--- config.mk ---
export PLATFORM = sky130hd
export DESIGN_NAME = int64_to_decimal_ascii
export DESIGN_NICKNAME = d
export VERILOG_FILES = /design/src/rtl/i2da_pkg.sv /design/src/rtl/int64_to_decimal_ascii.sv /design/src/rtl/i2da_dp.sv /design/src/rtl/i2da_ctrl.sv
export SDC_FILE = /design/constraint.sdc
export NUM_CORES = 1
export LEC_CHECK = 0
export ABC_AREA = 1
export BUFFER_PORTS_ARGS = -buffer_cell sky130_fd_sc_hd__clkbuf_2
export CAP_MARGIN = 15
export CORE_MARGIN = 4
export CORE_UTILIZATION = 62
export DETAILED_ROUTE_END_ITERATION = 6
export PLACE_DENSITY_LB_ADDON = 0.08
export SKIP_LAST_GASP = 1
export SLEW_MARGIN = 30
export SYNTH_ARGS = -nofsm -noshare
export SYNTH_HDL_FRONTEND = slang
export SYNTH_HIERARCHICAL = 1
export SYNTH_SLANG_ARGS = --single-unit
--- constraint.sdc ---
create_clock -name clk -period 5.1 [get_ports clk]
set_input_delay 0.765 -clock clk [delete_from_list [all_inputs] [get_ports clk]]
set_output_delay 0.765 -clock clk [all_outputs]
set_load 0.01 [all_outputs]
--- src/rtl/i2da_pkg.sv ---
// ---------------------------------------------------------------------------
// i2da_pkg: shared types and constants for the decimal ASCII converter
// Word formats, character codes and the command and status groups that run
// between the controller and the datapath.
// ---------------------------------------------------------------------------
package i2da_pkg;

	// Width of the input value field and digit count of the BCD accumulator.
	localparam int IN_BITS        = 64;
	localparam int BCD_DIGITS     = 20;
	localparam int IDX_W          = $clog2(BCD_DIGITS);
	localparam int LEN_W          = $clog2(BCD_DIGITS + 2);

	// Defaults for the top-level parameters.
	localparam int DEF_VALUE_BITS = 64;
	localparam int DEF_MAX_CHARS  = 20;

	// ASCII codes.
	localparam logic [7:0] CHAR_ZERO  = 8'h30;
	localparam logic [7:0] CHAR_MINUS = 8'h2D;

	// Interpretation of the input value.
	localparam logic OP_SIGNED   = 1'b0;
	localparam logic OP_UNSIGNED = 1'b1;

	typedef struct packed {
		logic               op;
		logic [IN_BITS-1:0] value;
	} in_word_t;

	typedef struct packed {
		logic [7:0] char_code;
		logic       last;
	} out_word_t;

	// Commands from the controller to the datapath.
	typedef struct packed {
		logic load;
		logic shift;
		logic scan;
		logic emit;
	} ctl_cmd_t;

	// Status from the datapath to the controller.
	typedef struct packed {
		logic can_push;
		logic last_char;
	} dp_stat_t;

endpackage

--- src/rtl/int64_to_decimal_ascii.sv ---
// ---------------------------------------------------------------------------
// int64_to_decimal_ascii: binary to decimal ASCII text converter
// Turns one signed or unsigned integer word into its decimal text, one
// character per output word, most significant character first.
// ---------------------------------------------------------------------------
// Each accepted input word carries a value and an op bit: op = 0 reads the
// low VALUE_BITS bits as two's complement, op = 1 reads them as unsigned.
// The answer is a run of output words, one ASCII character each, with last
// set on the final one. Negative values start with '-', zero gives "0", and
// the most negative signed value is converted exactly. At most MAX_CHARS
// characters are sent; a longer text is cut after MAX_CHARS characters.
// A word is loaded, converted by bit-serial shift-and-add-3 (one bit of the
// magnitude per cycle), its significant digits are counted, and then its
// characters are sent, one per cycle while the output side does not stall.
// The input is ready only between words; the character output sits behind its
// own register, so a waiting character does not hold up the sequencer
// for longer than the receiver takes to accept it.
// ---------------------------------------------------------------------------
module int64_to_decimal_ascii #(
	parameter int VALUE_BITS = i2da_pkg::DEF_VALUE_BITS,
	parameter int MAX_CHARS  = i2da_pkg::DEF_MAX_CHARS
) (
	input  logic                clk,
	input  logic                arst_n,
	input  logic                in_valid,
	output logic                in_ready,
	input  i2da_pkg::in_word_t  in_word,
	output logic                out_valid,
	input  logic                out_ready,
	output i2da_pkg::out_word_t out_word
);

	// Command and status groups between the sequencer and the datapath.
	i2da_pkg::ctl_cmd_t cmd;
	i2da_pkg::dp_stat_t stat;

	// The sequencer owns the input handshake and the step order.
	i2da_ctrl #(
		.VALUE_BITS (VALUE_BITS)
	) u_ctrl (
		.clk      (clk),
		.arst_n   (arst_n),
		.in_valid (in_valid),
		.in_ready (in_ready),
		.stat     (stat),
		.cmd      (cmd)
	);

	// The datapath holds the number, the BCD digits and the output register.
	i2da_dp #(
		.VALUE_BITS (VALUE_BITS),
		.MAX_CHARS  (MAX_CHARS)
	) u_dp (
		.clk       (clk),
		.arst_n    (arst_n),
		.in_word   (in_word),
		.cmd       (cmd),
		.stat      (stat),
		.out_valid (out_valid),
		.out_ready (out_ready),
		.out_word  (out_word)
	);

endmodule

--- src/rtl/i2da_dp.sv ---
// ---------------------------------------------------------------------------
// i2da_dp: conversion datapath
// Holds the magnitude, a shift-and-add-3 BCD accumulator, the character
// emission pointer and the output register.
// ---------------------------------------------------------------------------
module i2da_dp #(
	parameter int VALUE_BITS = i2da_pkg::DEF_VALUE_BITS,
	parameter int MAX_CHARS  = i2da_pkg::DEF_MAX_CHARS
) (
	input  logic                clk,
	input  logic                arst_n,
	input  i2da_pkg::in_word_t  in_word,
	input  i2da_pkg::ctl_cmd_t  cmd,
	output i2da_pkg::dp_stat_t  stat,
	output logic                out_valid,
	input  logic                out_ready,
	output i2da_pkg::out_word_t out_word
);

	localparam int BD    = i2da_pkg::BCD_DIGITS;
	localparam int IDX_W = i2da_pkg::IDX_W;
	localparam int LEN_W = i2da_pkg::LEN_W;

	logic [VALUE_BITS-1:0] mag_q;
	logic                  neg_q;
	logic [4*BD-1:0]       bcd_q;
	logic [IDX_W-1:0]      idx_q;
	logic [LEN_W-1:0]      rem_q;
	logic                  sign_pend_q;
	logic                  out_valid_q;
	i2da_pkg::out_word_t   out_word_q;

	logic [VALUE_BITS-1:0] raw;
	logic                  neg_in;
	logic [4*BD-1:0]       bcd_adj;
	logic [LEN_W-1:0]      nd;
	logic [LEN_W-1:0]      len_full;
	logic [3:0]            cur_digit;
	i2da_pkg::out_word_t   next_word;

	assign raw    = in_word.value[VALUE_BITS-1:0];
	assign neg_in = (in_word.op == i2da_pkg::OP_SIGNED) && raw[VALUE_BITS-1];

	// Add 3 to every digit of 5 or more before the shift.
	always_comb begin
		for (int i = 0; i < BD; i++) begin
			if (bcd_q[4*i +: 4] >= 4'd5) begin
				bcd_adj[4*i +: 4] = bcd_q[4*i +: 4] + 4'd3;
			end else begin
				bcd_adj[4*i +: 4] = bcd_q[4*i +: 4];
			end
		end
	end

	// Number of significant digits, at least one.
	always_comb begin
		nd = LEN_W'(1);
		for (int i = 1; i < BD; i++) begin
			if (bcd_q[4*i +: 4] != 4'd0) begin
				nd = LEN_W'(i + 1);
			end
		end
	end

	assign len_full  = nd + LEN_W'(neg_q);
	assign cur_digit = bcd_q[4*idx_q +: 4];

	always_comb begin
		next_word.last = (rem_q == LEN_W'(1));
		if (sign_pend_q) begin
			next_word.char_code = i2da_pkg::CHAR_MINUS;
		end else begin
			next_word.char_code = i2da_pkg::CHAR_ZERO + {4'd0, cur_digit};
		end
	end

	// Working registers.
	always_ff @(posedge clk) begin
		if (cmd.load) begin
			neg_q <= neg_in;
			bcd_q <= '0;
			if (neg_in) begin
				mag_q <= VALUE_BITS'(~raw + 1'b1);
			end else begin
				mag_q <= raw;
			end
		end else if (cmd.shift) begin
			bcd_q <= {bcd_adj[4*BD-2:0], mag_q[VALUE_BITS-1]};
			mag_q <= {mag_q[VALUE_BITS-2:0], 1'b0};
		end
	end

	// Emission pointer and remaining character count.
	always_ff @(posedge clk or negedge arst_n) begin
		if (!arst_n) begin
			idx_q       <= '0;
			rem_q       <= '0;
			sign_pend_q <= 1'b0;
		end else if (cmd.scan) begin
			idx_q       <= IDX_W'(nd - LEN_W'(1));
			sign_pend_q <= neg_q;
			if (len_full > LEN_W'(MAX_CHARS)) begin
				rem_q <= LEN_W'(MAX_CHARS);
			end else begin
				rem_q <= len_full;
			end
		end else if (cmd.emit) begin
			rem_q <= rem_q - LEN_W'(1);
			if (sign_pend_q) begin
				sign_pend_q <= 1'b0;
			end else begin
				idx_q <= idx_q - IDX_W'(1);
			end
		end
	end

	// Output register: a new character enters when it is empty or the old one is taken.
	always_ff @(posedge clk or negedge arst_n) begin
		if (!arst_n) begin
			out_valid_q <= 1'b0;
		end else if (cmd.emit) begin
			out_valid_q <= 1'b1;
		end else if (out_ready) begin
			out_valid_q <= 1'b0;
		end
	end

	always_ff @(posedge clk) begin
		if (cmd.emit) begin
			out_word_q <= next_word;
		end
	end

	assign stat.can_push  = !out_valid_q || out_ready;
	assign stat.last_char = (rem_q == LEN_W'(1));
	assign out_valid      = out_valid_q;
	assign out_word       = out_word_q;

	a_emit_room: assert property (@(posedge clk) disable iff (!arst_n)
		cmd.emit |-> (!out_valid_q || out_ready))
		else $error("character pushed into a full output register");

	a_emit_count: assert property (@(posedge clk) disable iff (!arst_n)
		cmd.emit |-> (rem_q != '0))
		else $error("character emitted beyond the text length");

	a_digit_range: assert property (@(posedge clk) disable iff (!arst_n)
		(cmd.emit && !sign_pend_q) |-> (cur_digit <= 4'd9))
		else $error("BCD digit out of range");

endmodule

--- src/rtl/i2da_ctrl.sv ---
// ---------------------------------------------------------------------------
// i2da_ctrl: conversion sequencer
// Steps each word through load, bit-serial conversion, digit scan and
// character emission.
// ---------------------------------------------------------------------------
module i2da_ctrl #(
	parameter int VALUE_BITS = i2da_pkg::DEF_VALUE_BITS
) (
	input  logic               clk,
	input  logic               arst_n,
	input  logic               in_valid,
	output logic               in_ready,
	input  i2da_pkg::dp_stat_t stat,
	output i2da_pkg::ctl_cmd_t cmd
);

	localparam int CNT_W = $clog2(VALUE_BITS);

	localparam logic [1:0] S_IDLE = 2'd0;
	localparam logic [1:0] S_CONV = 2'd1;
	localparam logic [1:0] S_SCAN = 2'd2;
	localparam logic [1:0] S_EMIT = 2'd3;

	logic [1:0]       state_q;
	logic [CNT_W-1:0] cnt_q;
	logic             bits_done;

	assign bits_done = (cnt_q == CNT_W'(VALUE_BITS - 1));

	assign in_ready  = (state_q == S_IDLE);
	assign cmd.load  = in_valid && in_ready;
	assign cmd.shift = (state_q == S_CONV);
	assign cmd.scan  = (state_q == S_SCAN);
	assign cmd.emit  = (state_q == S_EMIT) && stat.can_push;

	always_ff @(posedge clk or negedge arst_n) begin
		if (!arst_n) begin
			state_q <= S_IDLE;
			cnt_q   <= '0;
		end else begin
			unique case (state_q)
				S_IDLE: begin
					cnt_q <= '0;
					if (cmd.load) begin
						state_q <= S_CONV;
					end
				end
				S_CONV: begin
					cnt_q <= cnt_q + CNT_W'(1);
					if (bits_done) begin
						state_q <= S_SCAN;
					end
				end
				S_SCAN: begin
					state_q <= S_EMIT;
				end
				S_EMIT: begin
					if (cmd.emit && stat.last_char) begin
						state_q <= S_IDLE;
					end
				end
				default: begin
					state_q <= S_IDLE;
				end
			endcase
		end
	end

	a_load_starts: assert property (@(posedge clk) disable iff (!arst_n)
		cmd.load |=> (state_q == S_CONV) && (cnt_q == '0))
		else $error("accepted word did not start conversion");

	a_conv_ends: assert property (@(posedge clk) disable iff (!arst_n)
		(state_q == S_CONV && bits_done) |=> (state_q == S_SCAN))
		else $error("conversion did not end after the last bit");

	a_last_idles: assert property (@(posedge clk) disable iff (!arst_n)
		(cmd.emit && stat.last_char) |=> (state_q == S_IDLE))
		else $error("sequencer kept emitting after the last character");

endmodule

==> results.sh <==
export IMPL_p_per_area_nw_per_um2=459.1
export IMPL_timing_fmax_mhz=310.1
export IMPL_finalMaxSlewViolations=0
export IMPL_die_y_um=141.9
export IMPL_crit_chain="inv_1 > ha_1 > nand2_1 > nor2_1 > and2_1 > a21boi_0 > o21bai_1 > nand2_1 > nand2_1 > nand2_1 > a21oi_1 > or2_2 > nand2_1 > ha_1 > inv_1 > nor3_1 > o21ai_0 > a21oi_1 > a21oi_1"
export IMPL_cts_sinks=171
export IMPL_power_mw=5.630
export IMPL_grt_pass1_wl_mm=45.01
export IMPL_synth_compound_area_share_pct=19.70
export IMPL_seqCellArea_um2=4234
export IMPL_io_buffer_count=76
export IMPL_synthesis_area_um2=11120
export IMPL_post_place_ws_ps=1631
export IMPL_synth_edf_count=71
export IMPL_design_die_area_um2=20140
export IMPL_synth_simple_gate_area_share_pct=23.00
export IMPL_start_util_pct=63.84
export IMPL_power_share_sequential_pct=38.1
export IMPL_crit_path_end_kind="flop"
export IMPL_worst_pin_slew_ps=876.5
export IMPL_path_buf_inv=2
export IMPL_ys_types=54
export IMPL_drtAntennaViolNets=0
export IMPL_cts_root_buf="clkbuf_16"
export IMPL_boundaryPins=80
export IMPL_finalWeightedCongestion=0.9743
export IMPL_synthXorXnorAreaFrac_pct=4.884
export IMPL_antenna_found_initial=0
export IMPL_maxCapViolCount=0
export IMPL_synthArstFlopShare_pct=11.70
export IMPL_cp_startpoint="u_dp/bcd_q[12]$_SDFFE_PP0P_"
export IMPL_violations="DRC"
export IMPL_viasPerCell=5.799
export IMPL_drive_above_1_share_pct=10.90
export IMPL_first_pass_iters=7
export IMPL_synth_area_leaders="edfxtp_1 19%, dfxtp_1 14%, nand2_1 9.6%"
export IMPL_synth_mux_area_fraction_pct=0
export IMPL_ys_flop_type="dfxtp_1"
export IMPL_maxSlewHeadroom_pct=41.21
export IMPL_multi_input_comb_area_um2=5973
export IMPL_grt_pass1_vias=9502
export IMPL_arrival_ps=3530
export IMPL_insertion_delay_ps=430
export IMPL_setup_violations=0
export IMPL_rsz0062_at_grt="no"
export IMPL_p_clk_share_pct=24.6
export IMPL_crit_top_cell="nand2_1"
export IMPL_startpoint_type="flop"
export IMPL_wl_per_cell_um=15.34
export IMPL_synth_warning_count=6
export IMPL_synth_seq_cells=171
export IMPL_track_usage_pct=27.02
export IMPL_post_cts_buffers=0
export IMPL_min_period_ps=3225
export IMPL_p_int_mw=3.417
export IMPL_p_switching_mw=2.214
export IMPL_reg2reg_from="u_dp/bcd_q[12]$_SDFFE_PP0P_"
export IMPL_nFillCells=1440
export IMPL_syn_inst=1493
export IMPL_layout_setup_ws_ps=1875
export IMPL_critical_path_class="flop to flop"
export IMPL_hold_class="primary input to async pin"
export IMPL_num_rows=48
export IMPL_cts_path_max_buffers=2
export IMPL_slowest_stage="dfxtp_1"
export IMPL_syn_area_per_cell_um2=7.448
export IMPL_vias=10293
export IMPL_final_hold_viol_count=0
export IMPL_switching_share_pct=39.32
export IMPL_drtIter0Drc=907
export IMPL_die_x_um=141.9
export IMPL_cp_required_ps=5410
export IMPL_cts_tree="built"
export IMPL_cts_buffers=17
export IMPL_max_stage_delay_ps=380
export IMPL_min_period_over_period_pct=63.23
export IMPL_synth_common_cells="284 x nand2_1, 175 x inv_1, 165 x o21ai_0, 128 x nor2_1, 85 x nand3_1"
export IMPL_yosys_area_top_type_share_pct=19.17
export IMPL_pwr_share_comb_pct=37.3
export IMPL_synth_fa_ha_area_share_pct=5.851
export IMPL_drt_wl_total_mm=27.23
export IMPL_h_tree_depth=4
export IMPL_gr_total_overflow=0
export IMPL_finalSetupTns_ps=0
export IMPL_hpwlAfterDp_mm=18.55
export IMPL_synth_yosys_seq_area_share_pct=38.08
export IMPL_synth_top_family_by_area="simple AND/OR/NAND/NOR gates"
export IMPL_leakage_nw=4.965
export IMPL_clk_pin_slew_ps=70
export IMPL_grt_max_degree=99
export IMPL_design_core_area_um2=17420
export IMPL_finClkSkew_ps=12.30
export IMPL_n_antenna_cell=0
export IMPL_route_detailed_drc=6
export IMPL_irDropWorstVdd_v=0.0004093
export IMPL_final_nets=1658
export IMPL_ctsResizeCount=0
export IMPL_netlist_top_cell_by_area="edfxtp_1"
export IMPL_areaGrowthSynthToFinish_pct=10.28
export IMPL_yosysMostFrequentCell="nand2_1"
export IMPL_status="finished, violations left"
export IMPL_crit_fanout=4
export IMPL_critPathTopFamily="simple AND/OR/NAND/NOR gates"
export IMPL_postCtsHoldBufs=0
flip-flops by register name, indices dropped and copies added (netlist names):
signal	cells
u_dp/sign_pend_q	1
u_dp/neg_q	1
u_ctrl/state_q	2
u_dp/out_valid	1
u_ctrl/cnt_q	6
u_dp/idx_q	5
u_dp/rem_q	5
u_dp/bcd_q	80
u_dp/mag_q	64
u_dp/out_word	6
kinds of logic (layout without fill, tap and decap cells):
logic type                 count (synthesis)  count (layout)
and+or+nand+nor                          578             578
AOI/OAI and AO/OA                        384             384
buffers and inverters                    244             300
DFF                                      171             171
xor gates and xnor gates                  62              62
adders and majority gates                 52              52
other                                      2               3
metal layers:
metal	track usage [%]	routed length [µm]	share of wire (%)
met1	37.06	12320	45
met2	43.48	12330	45
met3	4.853	1879	6.9
met4	9.091	699	2.6
met5	0	0	0
placed cells by master, fill, tap and decap left out, types with 10 or more instances in the layout:
cell type,count
nor2_1,126
nand2_1,283
dfxtp_1,80
a31oi_1,35
edfxtp_1,71
dfrtp_1,20
nand2_2,10
xor2_1,40
o32ai_1,11
o21ai_1,16
ha_1,51
o22ai_1,34
a21oi_1,81
o21ai_0,165
nand3_1,85
nor4_1,16
xnor2_1,22
inv_1,174
clkbuf_2,76
clkbuf_16,18
o211ai_1,15
power by group through the flow:
stage | clock network, mW | registers (mW) | logic (mW)
floorplan | 0 | 2.14 | 1.50
global placement | 0 | 2.15 | 2.02
detailed placement | 0 | 2.16 | 2.06
CTS | 1.41 | 2.14 | 2.08
global route | 1.46 | 2.17 | 2.36
finish | 1.39 | 2.14 | 2.10
worst paths after layout:
path	slack, ps	to	cells past startpoint
min in group clk	480	u_dp/bcd_q[0]$_SDFFE_PP0P_	2
min	300	u_ctrl/state_q[1]$_DFFE_PN0P_	1
max	1880	u_dp/idx_q[4]$_DFFE_PN0P_	19
max in group asynchronous	4430	u_dp/idx_q[2]$_DFFE_PN0P_	1
min reg2reg	480	u_dp/bcd_q[0]$_SDFFE_PP0P_	2
max reg2reg	1880	u_dp/idx_q[4]$_DFFE_PN0P_	19
worst reg2reg max path: cells and delay by family, from the launching register on:
| kind | cells | cell delay, ps |
|---|---|---|
| compound gates | 6 | 910 |
| simple gates | 9 | 1210 |
| buf+inv | 2 | 170 |
| fa+ha+maj | 2 | 440 |
| flops | 1 | 380 |
layout make-up:
type                    instances  share of cell area [%]
multi-input cells            1079                   48.71
inverters                     184                   5.652
flip-flops and latches        171                   34.53
clock inverters                11                   1.275
well taps                     225                   2.296
clock buffers                  21                   3.847
repair buffers                 84                   3.694
metrics by stage:
step | cell area [µm²] | util (%) | hold WS, ps | cells
2_1_floorplan | 11120 | - | 421.5 | 1494
3_3_place_gp | 11630 | 66.80 | 449.9 | 1743
3_5_place_dp | 11630 | 66.80 | 467.0 | 1743
4_1_cts | 12260 | 70.41 | 304.9 | 1775
5_1_grt | 12260 | 70.41 | 335.8 | 1775
6_report | 12260 | 70.41 | 298.5 | 1775
No activity file was read; power rests on OpenSTA's default activity.
